### config.mk
export PLATFORM = sky130hd
export DESIGN_NAME = http_chunked_body_decoder_unit
export DESIGN_NICKNAME = d
export VERILOG_FILES = /design/src/sv/hcbd_pkg.sv /design/src/sv/hcbd_front.sv /design/src/sv/hcbd_queue.sv /design/src/sv/hcbd_back.sv /design/src/sv/http_chunked_body_decoder_unit.sv
export SDC_FILE = /design/constraint.sdc
export NUM_CORES = 1
export LEC_CHECK = 0
export BUFFER_PORTS_ARGS = -buffer_cell sky130_fd_sc_hd__buf_2
export CAP_MARGIN = 20
export CELL_PAD_IN_SITES_DETAIL_PLACEMENT = 2
export CELL_PAD_IN_SITES_GLOBAL_PLACEMENT = 2
export CORE_ASPECT_RATIO = 1.4
export CORE_MARGIN = 2
export CORE_UTILIZATION = 44
export DETAILED_ROUTE_END_ITERATION = 8
export PLACE_DENSITY = 0.82
export SYNTH_ARGS = -nofsm -noshare
export SYNTH_HDL_FRONTEND = slang
export SYNTH_SLANG_ARGS = --single-unit
### constraint.sdc
create_clock -name clk -period 4.7 [get_ports clk]
set_input_delay 0.705 -clock clk [delete_from_list [all_inputs] [get_ports clk]]
set_output_delay 0.705 -clock clk [all_outputs]
set_load 0.02 [all_outputs]
### src/sv/hcbd_pkg.sv
// Shared types, constants and character tables for the chunked body decoder.
`default_nettype none

package hcbd_pkg;

	// Payload of one input transfer
	typedef struct packed {
		logic [7:0] in_byte;
		logic       in_last;
	} in_item_t;

	// Payload of one output transfer
	typedef struct packed {
		logic [7:0] out_byte;
		logic       out_last;
	} out_item_t;

	// Work handed from the parser to the emitter
	typedef struct packed {
		logic       emit;    // pass data as an output byte
		logic [7:0] data;
		logic       append;  // follow with CR LF CR LF
		logic       last;    // final command of the request
	} cmd_t;

	localparam logic [7:0] CHAR_CR = 8'h0D;
	localparam logic [7:0] CHAR_LF = 8'h0A;

	localparam int KEY_LEN     = 26;
	localparam int END_LEN     = 4;
	localparam int QUEUE_DEPTH = 4;

	// Characters of "Transfer-Encoding: chunked"
	function automatic logic [7:0] key_char(input logic [4:0] idx);
		logic [7:0] c;
		case (idx)
			5'd0:    c = "T";
			5'd1:    c = "r";
			5'd2:    c = "a";
			5'd3:    c = "n";
			5'd4:    c = "s";
			5'd5:    c = "f";
			5'd6:    c = "e";
			5'd7:    c = "r";
			5'd8:    c = "-";
			5'd9:    c = "E";
			5'd10:   c = "n";
			5'd11:   c = "c";
			5'd12:   c = "o";
			5'd13:   c = "d";
			5'd14:   c = "i";
			5'd15:   c = "n";
			5'd16:   c = "g";
			5'd17:   c = ":";
			5'd18:   c = " ";
			5'd19:   c = "c";
			5'd20:   c = "h";
			5'd21:   c = "u";
			5'd22:   c = "n";
			5'd23:   c = "k";
			5'd24:   c = "e";
			5'd25:   c = "d";
			default: c = 8'h00;
		endcase
		return c;
	endfunction

	// Characters of CR LF CR LF
	function automatic logic [7:0] end_char(input logic [1:0] idx);
		return idx[0] ? CHAR_LF : CHAR_CR;
	endfunction

	// Hex digit value; anything else counts as zero
	function automatic logic [3:0] hex_value(input logic [7:0] b);
		logic [3:0] v;
		v = 4'd0;
		if (b >= "0" && b <= "9")
			v = 4'(b - 8'h30);
		else if (b >= "a" && b <= "f")
			v = 4'(b - 8'h57);
		else if (b >= "A" && b <= "F")
			v = 4'(b - 8'h37);
		return v;
	endfunction

endpackage

`default_nettype wire

### src/sv/hcbd_front.sv
// Parser: tracks header and chunk framing, classifies each byte into a command.
`default_nettype none

module hcbd_front #(
	parameter int SIZE_BITS = 32
) (
	input  wire logic              clk,
	input  wire logic              arst_n,
	input  wire logic              src_valid,
	output logic                   src_ready,
	input  wire hcbd_pkg::in_item_t src_item,
	input  wire logic              q_full,
	output logic                   push,
	output hcbd_pkg::cmd_t         push_cmd
);
	import hcbd_pkg::*;

	typedef enum logic [5:0] {
		PH_HEADER    = 6'b000001,
		PH_PLAIN     = 6'b000010,
		PH_SIZE      = 6'b000100,
		PH_SKIP_SIZE = 6'b001000,
		PH_DATA      = 6'b010000,
		PH_SKIP_DATA = 6'b100000
	} phase_t;

	phase_t               phase_q, phase_n;
	logic [4:0]           key_q, key_n;
	logic [1:0]           end_q, end_n;
	logic                 chunked_q, chunked_n;
	logic [SIZE_BITS-1:0] chunk_q, chunk_n;
	logic [1:0]           skip_q, skip_n;

	logic       emit;
	logic       append;
	logic       accept;
	logic [7:0] b;
	logic [5:0] key_inc;
	logic [2:0] end_inc;
	logic [1:0] skip_dec;
	logic [SIZE_BITS-1:0] chunk_dec;

	assign b         = src_item.in_byte;
	assign src_ready = !q_full;
	assign accept    = src_valid && src_ready;
	assign key_inc   = {1'b0, key_q} + 6'd1;
	assign end_inc   = {1'b0, end_q} + 3'd1;
	assign skip_dec  = (skip_q != 2'd0) ? skip_q - 2'd1 : 2'd0;
	assign chunk_dec = (chunk_q != '0) ? chunk_q - 1'b1 : '0;

	// Next-state and classification for the byte on the input
	always_comb begin
		phase_n   = phase_q;
		key_n     = key_q;
		end_n     = end_q;
		chunked_n = chunked_q;
		chunk_n   = chunk_q;
		skip_n    = skip_q;
		emit      = 1'b0;
		unique case (phase_q)
			PH_HEADER: begin
				emit = 1'b1;
				// keyword search
				if (key_inc <= 6'(KEY_LEN) && b == key_char(key_q))
					key_n = key_inc[4:0];
				else
					key_n = (b == key_char(5'd0)) ? 5'd1 : 5'd0;
				if (key_n == 5'(KEY_LEN)) begin
					chunked_n = 1'b1;
					key_n     = 5'd0;
				end
				// end-of-header search
				if (b == end_char(end_q) && end_inc == 3'(END_LEN)) begin
					end_n   = 2'd0;
					chunk_n = '0;
					phase_n = chunked_n ? PH_SIZE : PH_PLAIN;
				end else if (b == end_char(end_q)) begin
					end_n = end_inc[1:0];
				end else begin
					end_n = (b == CHAR_CR) ? 2'd1 : 2'd0;
				end
			end
			PH_PLAIN: begin
				emit = 1'b1;
			end
			PH_SIZE: begin
				if (b == CHAR_CR) begin
					phase_n = PH_SKIP_SIZE;
					skip_n  = 2'd1;
				end else if (|chunk_q[SIZE_BITS-1 -: 4]) begin
					chunk_n = '1;
				end else begin
					chunk_n = {chunk_q[SIZE_BITS-5:0], hex_value(b)};
				end
			end
			PH_SKIP_SIZE: begin
				skip_n = skip_dec;
				if (skip_dec == 2'd0) begin
					if (chunk_q == '0) begin
						phase_n = PH_SKIP_DATA;
						skip_n  = 2'd2;
					end else begin
						phase_n = PH_DATA;
					end
				end
			end
			PH_DATA: begin
				emit    = 1'b1;
				chunk_n = chunk_dec;
				if (chunk_dec == '0) begin
					phase_n = PH_SKIP_DATA;
					skip_n  = 2'd2;
				end
			end
			PH_SKIP_DATA: begin
				skip_n = skip_dec;
				if (skip_dec == 2'd0) begin
					phase_n = PH_SIZE;
					chunk_n = '0;
				end
			end
			default: begin
				phase_n = PH_HEADER;
			end
		endcase
	end

	// Trailer only for a chunked request that got past its header
	assign append = src_item.in_last && chunked_n && (phase_n != PH_HEADER);

	assign push            = accept && (emit || append);
	assign push_cmd.emit   = emit;
	assign push_cmd.data   = b;
	assign push_cmd.append = append;
	assign push_cmd.last   = src_item.in_last;

	// State registers; the final byte returns everything to reset values
	always_ff @(posedge clk or negedge arst_n) begin
		if (!arst_n) begin
			phase_q   <= PH_HEADER;
			key_q     <= '0;
			end_q     <= '0;
			chunked_q <= 1'b0;
			chunk_q   <= '0;
			skip_q    <= '0;
		end else if (accept) begin
			if (src_item.in_last) begin
				phase_q   <= PH_HEADER;
				key_q     <= '0;
				end_q     <= '0;
				chunked_q <= 1'b0;
				chunk_q   <= '0;
				skip_q    <= '0;
			end else begin
				phase_q   <= phase_n;
				key_q     <= key_n;
				end_q     <= end_n;
				chunked_q <= chunked_n;
				chunk_q   <= chunk_n;
				skip_q    <= skip_n;
			end
		end
	end

endmodule

`default_nettype wire

### src/sv/hcbd_queue.sv
// Small command FIFO between parser and emitter.
`default_nettype none

module hcbd_queue (
	input  wire logic          clk,
	input  wire logic          arst_n,
	input  wire logic          push,
	input  wire hcbd_pkg::cmd_t push_cmd,
	output logic               full,
	input  wire logic          pop,
	output logic               head_valid,
	output hcbd_pkg::cmd_t     head_cmd
);
	import hcbd_pkg::*;

	localparam int PW = $clog2(QUEUE_DEPTH);
	localparam int CW = $clog2(QUEUE_DEPTH + 1);

	cmd_t          entry_q [QUEUE_DEPTH];
	logic [PW-1:0] wr_ptr_q;
	logic [PW-1:0] rd_ptr_q;
	logic [CW-1:0] count_q;
	logic          do_pop;

	assign full       = (count_q == CW'(QUEUE_DEPTH));
	assign head_valid = (count_q != '0);
	assign head_cmd   = entry_q[rd_ptr_q];
	assign do_pop     = pop && head_valid;

	// Entry storage
	always_ff @(posedge clk) begin
		if (push)
			entry_q[wr_ptr_q] <= push_cmd;
	end

	// Pointers and fill count
	always_ff @(posedge clk or negedge arst_n) begin
		if (!arst_n) begin
			wr_ptr_q <= '0;
			rd_ptr_q <= '0;
			count_q  <= '0;
		end else begin
			if (push)
				wr_ptr_q <= wr_ptr_q + 1'b1;
			if (do_pop)
				rd_ptr_q <= rd_ptr_q + 1'b1;
			if (push && !do_pop)
				count_q <= count_q + 1'b1;
			else if (do_pop && !push)
				count_q <= count_q - 1'b1;
		end
	end

endmodule

`default_nettype wire

### src/sv/hcbd_back.sv
// Emitter: expands each command into output bytes behind an output register.
`default_nettype none

module hcbd_back (
	input  wire logic          clk,
	input  wire logic          arst_n,
	input  wire logic          head_valid,
	input  wire hcbd_pkg::cmd_t head_cmd,
	output logic               pop,
	output logic               dst_valid,
	input  wire logic          dst_ready,
	output hcbd_pkg::out_item_t dst_item
);
	import hcbd_pkg::*;

	logic       valid_q;
	out_item_t  item_q;
	logic [2:0] rem_q;      // trailer bytes still to send
	logic       last_q;     // trailer belongs to the final command
	logic       slot_free;
	logic [2:0] pos;

	assign slot_free = !valid_q || dst_ready;
	assign pop       = slot_free && (rem_q == 3'd0) && head_valid;
	assign pos       = 3'(END_LEN) - rem_q;
	assign dst_valid = valid_q;
	assign dst_item  = item_q;

	// Output payload
	always_ff @(posedge clk) begin
		if (slot_free) begin
			if (rem_q != 3'd0) begin
				item_q.out_byte <= end_char(pos[1:0]);
				item_q.out_last <= last_q && (rem_q == 3'd1);
			end else if (head_cmd.emit) begin
				item_q.out_byte <= head_cmd.data;
				item_q.out_last <= head_cmd.last && !head_cmd.append;
			end else begin
				item_q.out_byte <= end_char(2'd0);
				item_q.out_last <= 1'b0;
			end
		end
	end

	// Output valid and trailer sequencing
	always_ff @(posedge clk or negedge arst_n) begin
		if (!arst_n) begin
			valid_q <= 1'b0;
			rem_q   <= '0;
			last_q  <= 1'b0;
		end else if (slot_free) begin
			if (rem_q != 3'd0) begin
				valid_q <= 1'b1;
				rem_q   <= rem_q - 3'd1;
			end else if (head_valid) begin
				valid_q <= 1'b1;
				last_q  <= head_cmd.last;
				if (!head_cmd.append)
					rem_q <= 3'd0;
				else if (head_cmd.emit)
					rem_q <= 3'(END_LEN);
				else
					rem_q <= 3'(END_LEN - 1);
			end else begin
				valid_q <= 1'b0;
			end
		end
	end

endmodule

`default_nettype wire

### src/sv/http_chunked_body_decoder_unit.sv
// Top level of the HTTP chunked body decoder: parser, command queue, emitter.
// Path: a passed byte goes from src into the command queue, then into the emitter's output register on dst.
// Throughput: one input byte per cycle while the command queue is not full; the final byte of a chunked
// request occupies the emitter for its own byte plus the CR LF CR LF trailer.
// Dropped framing bytes produce no output of their own.
// Reset: arst_n clears parser state, queue pointers and output valid at once.
`default_nettype none

module http_chunked_body_decoder_unit #(
	parameter int SIZE_BITS = 32
) (
	input  wire logic               clk,
	input  wire logic               arst_n,
	input  wire logic               src_valid,
	output logic                    src_ready,
	input  wire hcbd_pkg::in_item_t  src_item,
	output logic                    dst_valid,
	input  wire logic               dst_ready,
	output hcbd_pkg::out_item_t     dst_item
);
	import hcbd_pkg::*;

	logic q_full;
	logic push;
	cmd_t push_cmd;
	logic pop;
	logic head_valid;
	cmd_t head_cmd;

	hcbd_front #(
		.SIZE_BITS(SIZE_BITS)
	) u_front (
		.clk      (clk),
		.arst_n   (arst_n),
		.src_valid(src_valid),
		.src_ready(src_ready),
		.src_item (src_item),
		.q_full   (q_full),
		.push     (push),
		.push_cmd (push_cmd)
	);

	hcbd_queue u_queue (
		.clk       (clk),
		.arst_n    (arst_n),
		.push      (push),
		.push_cmd  (push_cmd),
		.full      (q_full),
		.pop       (pop),
		.head_valid(head_valid),
		.head_cmd  (head_cmd)
	);

	hcbd_back u_back (
		.clk       (clk),
		.arst_n    (arst_n),
		.head_valid(head_valid),
		.head_cmd  (head_cmd),
		.pop       (pop),
		.dst_valid (dst_valid),
		.dst_ready (dst_ready),
		.dst_item  (dst_item)
	);

endmodule

`default_nettype wire

# Word-level counts from Yosys, hierarchy flattened
# Memory sizes are Yosys's and may differ from the RTL's.
# Cells that the tools add are included.
# W data, S select, Z words.
[classes]
n_addsub = 13
n_lt_le_gt_ge = 7
eq_ne = 20
mux = 57
n_bitwise = 1
n_reduce_logical = 43
[op_table]
columns = ["cell", "n"]
rows = [
  ["$mux W32", 6],
  ["$pmux W32 S4", 1],
  ["$logic_not A32 Y1", 2],
  ["$mux W6", 7],
  ["$pmux W6 S6", 1],
  ["$reduce_bool A32 Y1", 1],
  ["$sub A32 B1 Y32 const B", 1],
  ["$mux W3", 9],
  ["$mux W5", 5],
  ["$mux W2", 10],
  ["$mux W9", 2],
  ["$ge A8 B7 Y1 const B", 2],
  ["$le A8 B7 Y1 const B", 2],
  ["$logic_and A1 B1 Y1", 16],
  ["$mux W4", 3],
  ["$ne A3 B2 Y1 const B", 4],
  ["$mux W1", 11],
  ["$reduce_bool A5 Y1", 2],
  ["$eq A8 B4 Y1", 1],
  ["$eq A8 B4 Y1 const B", 1],
  ["$eq A8 B7 Y1 const B", 1],
  ["$eq A8 B8 Y1", 1],
  ["$ge A8 B6 Y1 const B", 1],
  ["$le A8 B6 Y1 const B", 1],
  ["other kinds (36)", 50],
]
[totals]
regBits = 69
ramBits = 44
mem_bits_ro = 224
inputBits = 13
output_inout_bits = 11
word_cells = 157
mem_count = 2
[mem_list]
columns = ["name", "words", "word_bits", "rd", "rd_clocked_by_memory_dff", "write_ports", "line", "source"]
rows = [
  ["(no name shown)", 32, 7, 1, 0, 0, "hcbd_pkg.sv:36", "case (idx)"],
  ["u_queue.entry_q", 4, 11, 1, 0, 1, "hcbd_queue.sv:19", "cmd_t entry_q [QUEUE_DEPTH];"],
]

# Logic depth before layout (Yosys ltp)
# Gate-level depths: netlist of the first run.
[logic_depth]
depth_word = 20
ltp_mapped = 14
depth_no_buf = 13

# Cells and area by module
# From an unflattened synthesis of the first run, not the netlist that was laid out.
[unflattened]
cells_unflattened = 761
hier_area_um2 = 7318.3
[modules_own_cells]
columns = ["mod", "instances", "cells_each", "area_per_inst_um2", "seq_area_each_um2"]
rows = [
  ["hcbd_front", 1, 613, 4606.9, 1202.4],
  ["hcbd_queue", 1, 91, 1994.4, 1496.4],
  ["hcbd_back", 1, 57, 716.9, 395.4],
]

# Worst setup path after synthesis of the first run
# OpenSTA, ideal clock, no wires.
[synth_path]
kind = "input -> register"
start = "input port src_item[3] (netlist bit)"
end = "register u_queue.count_q[2]"
setup_time_ps = 79
arrival_ps = 3572
required_time_ps = 4621
path_slack_ps = 1049
path_stages = 14
path_buffers = 1
cell_sequence = "clkbuf_1 or4bb_1 a211oi_1 and3_1 a21oi_1 nor2b_1 a21oi_1 nor2_1 ha_1 inv_1 fa_1 xor2_1 nor2_1 xor2_1"
[synth_via]
elab_chain_len = 17
word_cells_on_any_way = 27
classes_between = "eq/ne: 6; mux: 11; reduce/logical: 10"
[synth_rtl]
columns = ["element", "line", "source"]
rows = [
  ["start: declaration", "http_chunked_body_decoder_unit.sv:16", "input wire hcbd_pkg::in_item_t src_item,"],
  ["$eq A8 B7 Y1 / $eq A8 B8 Y1 (equally long branches)", "hcbd_front.sv:67, hcbd_front.sv:64", ""],
  ["$mux W1 / $logic_and A1 B1 Y1 (equally long branches)", "hcbd_front.sv:67, hcbd_front.sv:64", ""],
  ["$mux W5", "hcbd_front.sv:64", "if (key_inc <= 6'(KEY_LEN) && b == key_char(key_q))"],
  ["$mux W5", "hcbd_front.sv:60", "unique case (phase_q)"],
  ["$eq A5 B5 Y1", "hcbd_front.sv:68", "if (key_n == 5'(KEY_LEN)) begin"],
  ["$mux W1", "hcbd_front.sv:68", ""],
  ["$mux W1", "hcbd_front.sv:60", ""],
  ["$mux W3", "hcbd_front.sv:76", "phase_n = chunked_n ? PH_SIZE : PH_PLAIN;"],
  ["(+2 left out)", "--", ""],
  ["$ne A6 B1 Y1", "hcbd_front.sv:129", "assign append = src_item.in_last && chunked_n && (phase_n != PH_HEADER);"],
  ["$logic_and A1 B1 Y1 (*)", "hcbd_front.sv:129", ""],
  ["$logic_or A1 B1 Y1 (*)", "hcbd_front.sv:131", "assign push = accept && (emit || append);"],
  ["$logic_and A1 B1 Y1 (*)", "hcbd_front.sv:131", ""],
  ["net push", "http_chunked_body_decoder_unit.sv:24", "logic push;"],
  ["$logic_not A1 Y1", "hcbd_queue.sv:49", "else if (do_pop && !push)"],
  ["$logic_and A1 B1 Y1", "hcbd_queue.sv:49", ""],
  ["$reduce_bool A2 Y1 (no line)", "--", ""],
  ["end signal: assignment", "hcbd_queue.sv:48", "count_q <= count_q + 1'b1;"],
  ["end signal: assignment", "hcbd_queue.sv:50", "count_q <= count_q - 1'b1;"],
  ["end: declaration", "hcbd_queue.sv:22", "logic [CW-1:0] count_q;"],
]
# Mark *: on every way through the listed nets, which the timed path passes. The rest lies on a longest branch. The select of a mux whose other input is x is not followed.
# A chain may end at the register's enable or synchronous reset.

# Worst setup path after layout of the first run
[layout_path]
start = "input port src_item[5] (netlist bit)"
end = "register u_queue.count_q[2]"
# The elaborated chain is that of the path after synthesis.

==> summary.txt, run 1 <==
Run status
  • Status: completed

Drt
  • Post-DR vias/cell: 6.61
  • Post-DRT Antenna Nets: 0
  • Routed len/inst: 28.9 um
  • DRC Markers: 0
  • DRT Pass-1 Iters: 4
  • Via count: 6171
  • Initial DRC count: 305
  • Total Wirelength: 27.0 mm

Worst setup path
  • Critical path arrival: 4.67 ns
  • Critical path data required time: 5.07 ns
  • Worst-path fanout max: 8
  • Crit-path cells: buf_2 > or4b_2 > a211oi_1 > and3_1 > a21oi_1 > nor2b_1 > a21oi_1 > nor2_1 > ha_1 > inv_1 > fa_1 > xor2_1 > nor2_1 > xor2_1
  • Startpoint types: input port
  • Crit-path slowest cell: or4b_2
  • Worst setup path class: in2reg
  • Worst path max stage delay: 0.74 ns
  • Bufs and invs on worst path: 2
  • Worst path top cell family by delay: simple AND/OR/NAND/NOR gates
  • Setup crit end kind: register

Global route
  • Number of global-route vias before repair: 6973
  • First-pass GRT wire length: 42.3 mm
  • Initial antenna violation count: 0
  • Grt ovf: 0
  • Total GRT Usage: 33.8%
  • Largest net degree at the start of global routing: 41

Logic synthesis
  • Yosys top cell by area: edfxtp_1
  • Synthesized cell area: 0.00697 sq mm
  • Synth cell count leaders: nor2_1, nand2_1, o21ai_0
  • Ranking of synthesized cells by area: edfxtp_1, dfrtp_1, o21ai_0, ha_1, mux4_2
  • Count leader, synth: nor2_1
  • Share of the synthesized area in the top cell type: 22.8%
  • Mapped Cells: 719
  • Number of synthesized flops with an enable pin: 53
  • Synth warnings: 0
  • Asr flop ratio synth: 53.1%
  • Syn avg cell area: 9.69 sq um
  • Most used flip-flop cell after synthesis: dfrtp_1
  • Net Count, Synth: 755
  • Sequential area share after synthesis: 44.4%
  • Yosys cell types: 81
  • Synthesis-stage register bit count: 113

Power
  • P_leak: 3.04 nW
  • Power Dens Cells: 451 mW/mm^2
  • Worst vdd ir: 0.000318 V

Clock network
  • Root Buffer Master: clkbuf_16
  • CTS tree: yes
  • H-tree levels: 4
  • Num CTS Buffers: 17
  • CTS clk-pin slew, worst paths: 0.06 ns
  • Skew-Pair Late Insertion Delay: 0.44 ns
  • CTS sink count: 113
  • CTS Hold Bufs: 0
  • Clock tree buffer depth: 2
  • Post-CTS Resized: 0
  • Post-CTS setup buffers: 0

STA
  • Crit path time final: 4.30 ns
  • Fin. Hold Viols: 0
  • Final setup viols: 0
  • Unrepaired setup endpoints after global routing: false
  • Slew margin rel.: 41.4%
  • Fmax: 232 MHz
  • Tcrit/Tclk final: 91.6%
  • Worst slew pin tran: 0.876 ns
  • Slew Viols, Final: 0
  • Setup Skew: 0.00945 ns
  • Fin Hold WS: 0.274 ns

Finish
  • Share of layout cells above drive strength 1: 13.1%
  • Nets: 761
  • FF+latch area: 0.00309 sq mm
  • Final Non-Filler Cells: 934
  • Filler cell count: 1603
  • Diode count: 0
  • Area of the multi-input gates: 0.00357 sq mm
  • Area grow syn2layout: 12.2%

Floorplanning
  • Die Ht: 153 um
  • FP Rows: 54
  • Die X: 110 um
  • I/O pin count: 24
  • Initial Util: 44.9%
  • Core ar.: 0.0155 sq mm
  • DIE AREA: 0.0169 sq mm

Place
  • Placed cells: 901
  • Port-buffer cells: 23
  • Placer's final routability congestion estimate: 0.816
  • HPWL Detailed: 17.7 mm

Worst hold path
  • Type of the worst min-delay path: in2async

Run
  • Max Cap Viol: 0
==> metal layers <==
| metal | GRT usage [%] | part of all wire (%) | routed length (um) | vias up |
|---|---|---|---|---|
| met3 | 5.80 | 4.1 | 1120 | 58 |
| li1 | - | - | - | 2724 |
| met1 | 37.8 | 38 | 10200 | 3193 |
| met5 | 0 | 0 | 0 | - |
| met4 | 13.3 | 3.0 | 802 | 0 |
| met2 | 62.1 | 55 | 14900 | 196 |
==> cell usage in the layout, fill, tap and decap left out, types with 10 or more instances in the layout <==
cell and instances:
nor2_1 68, nand2_1 66, o21ai_0 64, dfrtp_1 59, edfxtp_1 53, inv_1 29, o22ai_1 25, buf_2 23
ha_1 22, nor4_1 19, nor3_1 19, a22o_1 19, a21oi_1 18, clkbuf_16 18, mux4_2 12, or3_1 12
nand4_1 12, nor2b_1 11, nand3_1 11, xnor2_1 10
==> worst reg2reg max path, delay by kind of cell (launching register included) <==
kind,cells,cell delay (ns)
and+or+nand+nor,6,2.30
buffers and inverters,1,0.08
xor gates and xnor gates,2,0.32
adders and majority gates,2,0.69
DFF,1,0.53
AOI/OAI and AO/OA,2,0.25
==> report_power, final <==
part	switching (W)	internal, W	total (W)
combinational	0.000471	0.000299	0.000770
clock	0.000524	0.000865	0.00139
sequential	0.000165	0.00120	0.00137
==> worst paths after layout <==
check | startpoint | cells after the start | to | slack [ns]
worst max-delay path | src_item[5] | 14 | u_queue.count_q[2]$_DFFE_PN0P_ | 0.40
worst min-delay path | arst_n | 1 | u_front.chunk_q[12]$_DFFE_PN0P_ | 0.27
worst max register to register | u_front.phase_q[5]$_DFFE_PN0P_ | 13 | u_queue.count_q[2]$_DFFE_PN0P_ | 0.47
worst min register to register | u_queue.count_q[2]$_DFFE_PN0P_ | 1 | u_queue.count_q[2]$_DFFE_PN0P_ | 0.53
max in group asynchronous | arst_n | 2 | u_front.skip_q[0]$_DFFE_PN0P_ | 3.42
min in group clk | u_queue.count_q[2]$_DFFE_PN0P_ | 1 | u_queue.count_q[2]$_DFFE_PN0P_ | 0.53
==> layout make-up <==
cell class              count  share of cell area, %
repair buffers             33                   2.40
clock buffers              20                   5.86
multi-input cells         531                   45.6
flip-flops and latches    113                   39.6
inverters                  29                   1.39
clock inverters            12                   2.00
well taps                 196                   3.14
==> stage by stage <==
stage,utilization (%),worst slack (ns),setup TNS (ns),power (W),instance area (sq um)
finish,50.3,0.397,0,0.00352,7820
global route,50.3,0.0717,0,0.00366,7820
CTS,50.3,0.369,0,0.00354,7820
detailed placement,46.3,-0.0831,-0.0831,0.00210,7200
global placement,46.3,0.503,0,0.00198,7200
floorplan,-,1.05,0,0.00180,6970
==> cell families (layout without fill, tap and decap cells) <==
family	count (synthesis)	after routing	synth area share [%]
flops	113	113	44.4
simple gates	278	278	21.1
compound gates	190	190	18.2
fa+ha+maj	23	23	4.24
buf+inv	75	94	4.40
xor+xnor	19	19	2.39
mux	21	21	5.24
==> registers in the layout, summed over array words and instances, names as in the netlist <==
signal             count
u_front.chunk_q       32
u_front.chunked_q      1
u_front.phase_q        6
u_back.dst_valid       1
u_queue.wr_ptr_q       2
u_front.key_q          5
u_front.skip_q         2
u_front.end_q          2
u_back.dst_item        9
u_back.rem_q           3
u_queue.entry_q       44
u_queue.count_q        3
u_queue.rd_ptr_q       2
u_back.last_q          1
(Power assumes the default switching activity.)
==> inputs of run 2 (changes only) <==
CORE_UTILIZATION = 41   (was 44)
PLACE_DENSITY = 0.77   (was 0.82)
clock period = 4.3 ns   (was 4.7 ns; I/O delays follow)
==> run 2 against run 1 <==
Via count shrank 1.9%. Power grew 8.3%. Sequential power is 8% higher. First-iteration DRC count is 5.9% lower. Count of clock-buffer cells in the layout shrank 1. Worst setup slack gained 0.30 ns. Global-route usage shrank 5.3 points. Final cell count up 1.3%. Combinational power increased by 4.2%. Largest cell class unchanged. Design area rose by 0.77%. Register-to-register slack improved by 0.22 ns. Utilization decreased by 3.1 points.
==> summary.txt, run 2 (synthesis gave the netlist of run 1 again) <==
Floorplanning
  • Initial Util: 41.8% (was 44.9%)
  • DIE AREA: 0.0181 sq mm (was 0.0169 sq mm)
  • FP Rows: 56 (was 54)
  • Die Ht: 158 um (was 153 um)
  • Core ar.: 0.0167 sq mm (was 0.0155 sq mm)
  • Die X: 114 um (was 110 um)
  • I/O pin count: 24 (unchanged)

Finish
  • Commonest cells after routing, fill and taps aside: nor2_1, nand2_1, o21ai_0 (unchanged)
  • Share of layout cells above drive strength 1: 13.9% (was 13.1%)
  • Nets: 766 (was 761)
  • Post-layout util: 47.3% (was 50.3%)
  • Area grow syn2layout: 13.0% (was 12.2%)
  • Commonest non-fill, non-tap cell in the layout: nor2_1 (unchanged)
  • Most flops, register: u_queue.entry_q (unchanged)
  • Number of flip-flops in the largest register: 44 (unchanged)
  • Diode count: 0 (unchanged)

STA
  • Fmax: 277 MHz
  • Unrepaired setup endpoints after global routing: false (unchanged)
  • Worst slew pin tran: 0.982 ns (was 0.876 ns)
  • Fin. Hold Viols: 0 (unchanged)
  • Final WS setup: 0.694 ns (was 0.397 ns)
  • Slew Viols, Final: 0 (unchanged)
  • Final setup viols: 0 (unchanged)
  • Setup Skew: 0.0123 ns (was 0.00945 ns)
  • Crit path time final: 3.61 ns
  • Fin Hold WS: 0.377 ns (was 0.274 ns)
  • Tcrit/Tclk final: 83.8%
  • Slew margin rel.: 34.5% (was 41.4%)
  • Post-Route Setup TNS: 0 ns (unchanged)

Worst setup path
  • Crit-path slowest cell: or3_1 (was or4b_2)
  • Startpoint types: register (was input port)
  • Worst path max stage delay: 0.55 ns (was 0.74 ns)
  • Worst reg-to-reg setup slack: 0.69 ns (was 0.47 ns)
  • Register-to-Register Path Depth: 10 (was 13)
  • Crit-path cells: inv_1 > ha_1 > or3b_1 > or3_1 > o31a_1 > nor4_1 > nand4_1 > a22oi_2 > nand2_2 > a221o_1 (was buf_2 > or4b_2 > a211oi_1 > and3_1 > a21oi_1 > nor2b_1 > a21oi_1 > nor2_1 > ha_1 > inv_1 > fa_1 > xor2_1 > nor2_1 > xor2_1)
  • Setup crit end kind: register (unchanged)
  • Critical path arrival: 3.92 ns (was 4.67 ns)
  • Worst setup path class: reg2reg (was in2reg)
  • Worst-path fanout max: 10 (was 8)
  • R2r endpoint: u_front.skip_q[1]$_DFFE_PN0P_ (was u_queue.count_q[2]$_DFFE_PN0P_)
  • Critical path data required time: 4.61 ns (was 5.07 ns)
  • Origin of the critical flop-to-flop path: u_front.chunk_q[0]$_DFFE_PN0P_ (was u_front.phase_q[5]$_DFFE_PN0P_)

Clock network
  • CTS clk-pin slew, worst paths: 0.06 ns (about the same)
  • CTS sink count: 113 (unchanged)
  • Num CTS Buffers: 17 (unchanged)
  • Post-CTS setup buffers: 0 (unchanged)
  • CTS Hold Bufs: 0 (unchanged)
  • Skew-Pair Late Insertion Delay: 0.44 ns (about the same)
  • Root Buffer Master: clkbuf_16 (unchanged)
  • Clock tree buffer depth: 2 (unchanged)
  • H-tree levels: 4 (unchanged)
  • CTS tree: yes (unchanged)
  • Post-CTS Resized: 0 (unchanged)

Drt
  • DRC Markers: 0 (unchanged)
  • Total Wirelength: 24.3 mm (was 27.0 mm)
  • DRT Pass-1 Iters: 5 (was 4)
  • Via count: 6052 (was 6171)
  • Initial DRC count: 287 (was 305)
  • Post-DRT Antenna Nets: 0 (unchanged)
  • Post-DR vias/cell: 6.40 (was 6.61)
  • Routed len/inst: 25.7 um (was 28.9 um)

Place
  • Port-buffer cells: 23 (unchanged)
  • HPWL Detailed: 16.2 mm (was 17.7 mm)
  • Dpl ws: 0.394 ns (was -0.0831 ns)
  • Placer's final routability congestion estimate: 0.803 (was 0.816)

Power
  • Power Dens Cells: 485 mW/mm^2 (was 451 mW/mm^2)
  • P_leak: 3.08 nW (was 3.04 nW)
  • Worst vdd ir: 0.000279 V (was 0.000318 V)

Run
  • Max Cap Viol: 0 (unchanged)

Global route
  • First-pass GRT wire length: 39.2 mm (was 42.3 mm)
  • Largest net degree at the start of global routing: 38 (was 41)
  • Grt ovf: 0 (unchanged)
  • Initial antenna violation count: 0 (unchanged)
  • Number of global-route vias before repair: 6756 (was 6973)
  • Total GRT Usage: 28.5% (was 33.8%)

Worst hold path
  • Type of the worst min-delay path: in2async (unchanged)

Run status
  • Status: completed (unchanged)
==> run 2: cell types whose count changed in the layout (fill, tap and decap cells not counted) <==
| cell | previous run | this run |
|---|---|---|
| clkinv_4 | 2 | 3 |
| buf_4 | 9 | 14 |
| clkbuf_16 | 18 | 17 |
| clkinvlp_4 | 4 | 2 |
| clkbuf_8 | 0 | 1 |
| clkbuf_1 | 2 | 1 |
| clkinv_2 | 2 | 3 |
| bufinv_16 | 3 | 4 |
==> run 2: worst max-delay path, delay by kind of cell (launching register included) <==
kind            cells  cell delay, ns
buf+inv             1            0.12
fa+ha+maj           1            0.26
flops               1            0.47
simple gates        5            1.68
compound gates      3            0.97
==> run 2: cell type report <==
cell class | instances | area (sq um)
Clock buffer | 19 | 443
Clock inverter | 13 | 185
Fill cell | 1728 | 8800
Inverter | 29 | 109
Multi-Input combinational cell | 531 | 3570
Sequential cell | 113 | 3090
Tap cell | 203 | 254
Timing Repair Buffer | 38 | 225
==> run 2: worst max-delay path by stage <==
| stage | start | end | cells after the start |
|---|---|---|---|
| 6_report | u_front.chunk_q[0]$_DFFE_PN0P_ | u_front.skip_q[1]$_DFFE_PN0P_ | 10 |
| 5_1_grt | u_front.chunk_q[0]$_DFFE_PN0P_ | u_front.skip_q[1]$_DFFE_PN0P_ | 10 |
| 4_1_cts | u_front.key_q[0]$_DFFE_PN0P_ | u_front.key_q[2]$_DFFE_PN0P_ | 10 |
| 3_5_place_dp | src_item[5] | u_queue.count_q[2]$_DFFE_PN0P_ | 14 |
| 3_3_place_gp | src_item[5] | u_queue.count_q[2]$_DFFE_PN0P_ | 14 |
| 2_1_floorplan | src_item[3] | u_queue.count_q[2]$_DFFE_PN0P_ | 14 |
==> run 2: power by group <==
part / internal (W) / leakage (nW) / switching (W)
Clock: 0.000985 / 0.303 / 0.000553
Sequential: 0.00131 / 1.29 / 0.000166
Combinational: 0.000330 / 1.49 / 0.000472
Total: 0.00263 / 3.08 / 0.00119
==> run 2: layer usage <==
metal | GRT usage (%) | share of wire (%) | vias to the layer above
li1 | - | - | 2729
met1 | 31.6 | 39 | 3144
met2 | 53.8 | 56 | 130
met3 | 5.37 | 2.9 | 49
met4 | 10.6 | 2.4 | 0
met5 | 0 | 0 | -
==> run 2: metrics by stage <==
| step | cell area (sq um) | cells | total power [W] |
|---|---|---|---|
| after CTS | 7880 | 945 | 0.00385 |
| after global routing | 7880 | 946 | 0.00399 |
| after floorplan | 6970 | 719 | 0.00197 |
| final | 7880 | 946 | 0.00382 |
| after global placement | 7250 | 913 | 0.00218 |
| after detailed placement | 7250 | 913 | 0.00227 |
==> inputs of run 3 (changes only) <==
ABC_AREA = 1   (was unset)
CORE_UTILIZATION = 38   (was 41)
clock period = 3.7 ns   (was 4.3 ns; I/O delays follow)
==> run 3 against run 2 <==
Via count rose by 17%. Register-to-register slack got worse by 0.62 ns. Combinational power rose by 40%. Power rose by 16%. Final cell count rose by 34%. Synthesized cell count rose by 32%. Critical endpoint is now u_queue.count_q[2]$_DFFE_PN0P_. Largest power group unchanged. Highest routed layer unchanged.
==> summary.txt, run 3 <==
Worst setup path
  • Critical path arrival: 3.95 ns (was 3.92 ns)
  • Startpoint types: register (unchanged)
  • Worst setup path class: reg2reg (unchanged)
  • Worst reg-to-reg setup slack: 0.07 ns (was 0.69 ns)
  • Register-to-Register Path Depth: 26 (was 10)
  • Worst path max stage delay: 0.42 ns (was 0.55 ns)
  • Setup crit end kind: register (unchanged)
  • Most frequent CP cell: nand2_1
  • Origin of the critical flop-to-flop path: u_front.key_q[0]$_DFFE_PN0P_ (was u_front.chunk_q[0]$_DFFE_PN0P_)
  • Worst-path fanout max: 4 (was 10)
  • Crit-path slowest cell: dfrtp_2 (was or3_1)
  • Critical path data required time: 4.03 ns (was 4.61 ns)
  • R2r endpoint: u_queue.count_q[2]$_DFFE_PN0P_ (was u_front.skip_q[1]$_DFFE_PN0P_)

Floorplanning
  • Initial Util: 38.9% (was 41.8%)
  • DIE AREA: 0.0202 sq mm (was 0.0181 sq mm)
  • FP Rows: 59 (was 56)
  • I/O pin count: 24 (unchanged)
  • Core ar.: 0.0187 sq mm (was 0.0167 sq mm)
  • Die X: 121 um (was 114 um)
  • Die Ht: 168 um (was 158 um)

Place
  • Area after DPL: 0.00775 sq mm (was 0.00725 sq mm)
  • HPWL Detailed: 19.8 mm (was 16.2 mm)
  • Dpl ws: -0.245 ns (was 0.394 ns)
  • Port-buffer cells: 23 (unchanged)
  • Placer's final routability congestion estimate: 0.852 (was 0.803)

Finish
  • Nets: 1042 (was 766)
  • Share of layout cells above drive strength 1: 16.7% (was 13.9%)
  • Diode count: 0 (unchanged)
  • Commonest non-fill, non-tap cell in the layout: nand2_1 (was nor2_1)
  • Finished Cell Area: 0.00854 sq mm (was 0.00788 sq mm)
  • Number of flip-flops in the largest register: 44 (unchanged)
  • Area grow syn2layout: 17.7% (was 13.0%)
  • Most flops, register: u_queue.entry_q (unchanged)
  • Post-layout util: 45.7% (was 47.3%)
  • Commonest cells after routing, fill and taps aside: nand2_1, o21ai_0, nor2_1 (was nor2_1, nand2_1, o21ai_0)

Clock network
  • CTS tree: yes (unchanged)
  • Num CTS Buffers: 17 (unchanged)
  • Root Buffer Master: clkbuf_16 (unchanged)
  • CTS sink count: 113 (unchanged)
  • Skew-Pair Late Insertion Delay: 0.44 ns (about the same)
  • CTS Hold Bufs: 0 (unchanged)
  • CTS clk-pin slew, worst paths: 0.07 ns (was 0.06 ns)
  • H-tree levels: 4 (unchanged)
  • Clock tree buffer depth: 2 (unchanged)

Logic synthesis
  • Yosys top cell by area: edfxtp_1 (unchanged)
  • Most used flip-flop cell after synthesis: dfrtp_1 (unchanged)
  • Synth cell count leaders: nand2_1, o21ai_0, nor2_1 (was nor2_1, nand2_1, o21ai_0)
  • Synthesized cell area: 0.00726 sq mm (was 0.00697 sq mm)
  • Yosys cell types: 49 (was 81)
  • Net Count, Synth: 988 (was 755)
  • Number of synthesized flops with an enable pin: 53 (unchanged)
  • Syn avg cell area: 7.62 sq um (was 9.69 sq um)
  • Share of the synthesized area in the top cell type: 21.9% (was 22.8%)
  • Ranking of synthesized cells by area: edfxtp_1, dfrtp_1, nand2_1, o21ai_0, nor2_1 (was edfxtp_1, dfrtp_1, o21ai_0, ha_1, mux4_2)
  • Sequential area share after synthesis: 42.6% (was 44.4%)
  • Count leader, synth: nand2_1 (was nor2_1)
  • Mapped Cells: 952 (was 719)
  • Synth warnings: 0 (unchanged)
  • Synthesis-stage register bit count: 113 (unchanged)
  • Asr flop ratio synth: 53.1% (unchanged)

Power
  • P_leak: 3.73 nW (was 3.08 nW)
  • Reg power frac: 36.6% (was 38.7%)
  • Power Dens Cells: 517 mW/mm^2 (was 485 mW/mm^2)
  • Clock network fraction of total power: 38.0% (was 40.3%)
  • Net Sw Frac: 35.1% (was 31.2%)
  • P_int: 0.00286 W (was 0.00263 W)
  • NetSw: 0.00155 W (was 0.00119 W)
  • Comb pwr share: 25.4% (was 21.0%)
  • Worst vdd ir: 0.000262 V (was 0.000279 V)

Drt
  • Total Wirelength: 27.8 mm (was 24.3 mm)
  • Post-DRT Antenna Nets: 0 (unchanged)
  • Routed len/inst: 22.0 um (was 25.7 um)
  • DRT Pass-1 Iters: 4 (was 5)
  • Initial DRC count: 284 (was 287)
  • Via count: 7084 (was 6052)
  • Post-DR vias/cell: 5.61 (was 6.40)
  • DRC Markers: 0 (unchanged)

STA
  • Final setup viols: 0 (unchanged)
  • Crit path time final: 3.63 ns (was 3.61 ns)
  • Tcrit/Tclk final: 98.0% (was 83.8%)
  • Worst slew pin tran: 0.778 ns (was 0.982 ns)
  • Slew margin rel.: 48.1% (was 34.5%)
  • Setup Skew: 0.0130 ns (was 0.0123 ns)
  • Fin. Hold Viols: 0 (unchanged)
  • Fmax: 276 MHz (was 277 MHz)
  • Post-Route Setup TNS: 0 ns (unchanged)
  • Final WS setup: 0.0728 ns (was 0.694 ns)
  • Slew Viols, Final: 0 (unchanged)

Worst hold path
  • Type of the worst min-delay path: in2async (unchanged)

Run
  • Max Cap Viol: 0 (unchanged)

Global route
  • Initial antenna violation count: 0 (unchanged)
  • Grt ovf: 0 (unchanged)
  • Number of global-route vias before repair: 8087 (was 6756)
  • Total GRT Usage: 28.6% (was 28.5%)
  • Largest net degree at the start of global routing: 33 (was 38)
  • First-pass GRT wire length: 44.1 mm (was 39.2 mm)

Run status
  • Status: completed (unchanged)
-- run 3: changes by cell type in the layout (fill, tap and decap cells not counted), sizes merged, moves of 13 or more --
cell / change
nand2: +157
inv: +88
nand3: +74
o21ai: +74
nor2: +55
buf: +25
a22o: -20
o22ai: -20
nor4: -17
or3: -13
-- run 3: final cells by class --
class,count,area [sq um]
inverters,114,437
flip-flops and latches,113,3100
clock inverters,14,138
clock buffers,18,450
repair buffers,62,433
well taps,244,305
fillers,2148,10100
multi-input cells,698,3680
-- run 3: stage by stage --
stage / std cells / hold WS (ns) / total power, W
6_report: 1263 / 0.195 / 0.00441
5_1_grt: 1263 / 0.221 / 0.00463
4_1_cts: 1250 / 0.203 / 0.00442
3_5_place_dp: 1214 / 0.494 / 0.00270
3_3_place_gp: 1214 / 0.469 / 0.00258
2_1_floorplan: 952 / 0.259 / 0.00226
-- run 3: worst max-delay path: cells and delay by family, from the launching register on --
kind	cells	cell delay, ns
flops	1	0.42
compound gates	2	0.23
simple gates	16	1.51
fa+ha+maj	3	0.77
buf+inv	4	0.44
xor+xnor	1	0.13
-- run 3: worst max-delay path by stage --
stage	from	slack (ns)	end
final	u_front.key_q[0]$_DFFE_PN0P_	0.07	u_queue.count_q[2]$_DFFE_PN0P_
after global routing	u_front.key_q[0]$_DFFE_PN0P_	-0.09	u_queue.count_q[2]$_DFFE_PN0P_
after CTS	u_front.key_q[0]$_DFFE_PN0P_	0.005	u_queue.count_q[2]$_DFFE_PN0P_
after detailed placement	u_front.key_q[0]$_DFFE_PN0P_	-0.24	u_queue.count_q[2]$_DFFE_PN0P_
after global placement	u_front.key_q[0]$_DFFE_PN0P_	0.07	u_queue.count_q[2]$_DFFE_PN0P_
after floorplan	u_front.key_q[0]$_DFFE_PN0P_	0.52	u_queue.count_q[2]$_DFFE_PN0P_
-- run 3: cell families (layout without fill, tap and decap cells) --
group                      count (synthesis)  count (layout)  share of synthesized area [%]
xor gates and xnor gates                  10              10                           1.21
adders and majority gates                 23              23                           4.07
buffers and inverters                    141             208                           7.78
AOI/OAI and AO/OA                        194             194                           14.4
DFF                                      113             113                           42.6
and+or+nand+nor                          470             470                           29.8
muxes                                      1               1                          0.155
-- run 3: routing by layer --
layer	up-vias	routed length, um	global-route usage, %
met5	-	0	0
met4	0	1520	16.7
met3	78	465	3.24
met2	121	16000	57.0
met1	3589	9800	27.3
li1	3296	-	-
-- run 3: power by group through the flow --
stage | clock network, W | logic, W | registers, W
CTS | 0.00170 | 0.00110 | 0.00162
detailed placement | 0 | 0.00106 | 0.00163
finish | 0.00168 | 0.00112 | 0.00162
floorplan | 0 | 0.000596 | 0.00166
global route | 0.00175 | 0.00124 | 0.00163
global placement | 0 | 0.000963 | 0.00162
-- run 3: what timing repair did --
action,CTS,global route
setup buffers,4,13
endpoints found under the setup margin,2,2
pin swaps,1,9
resized for setup,5,20
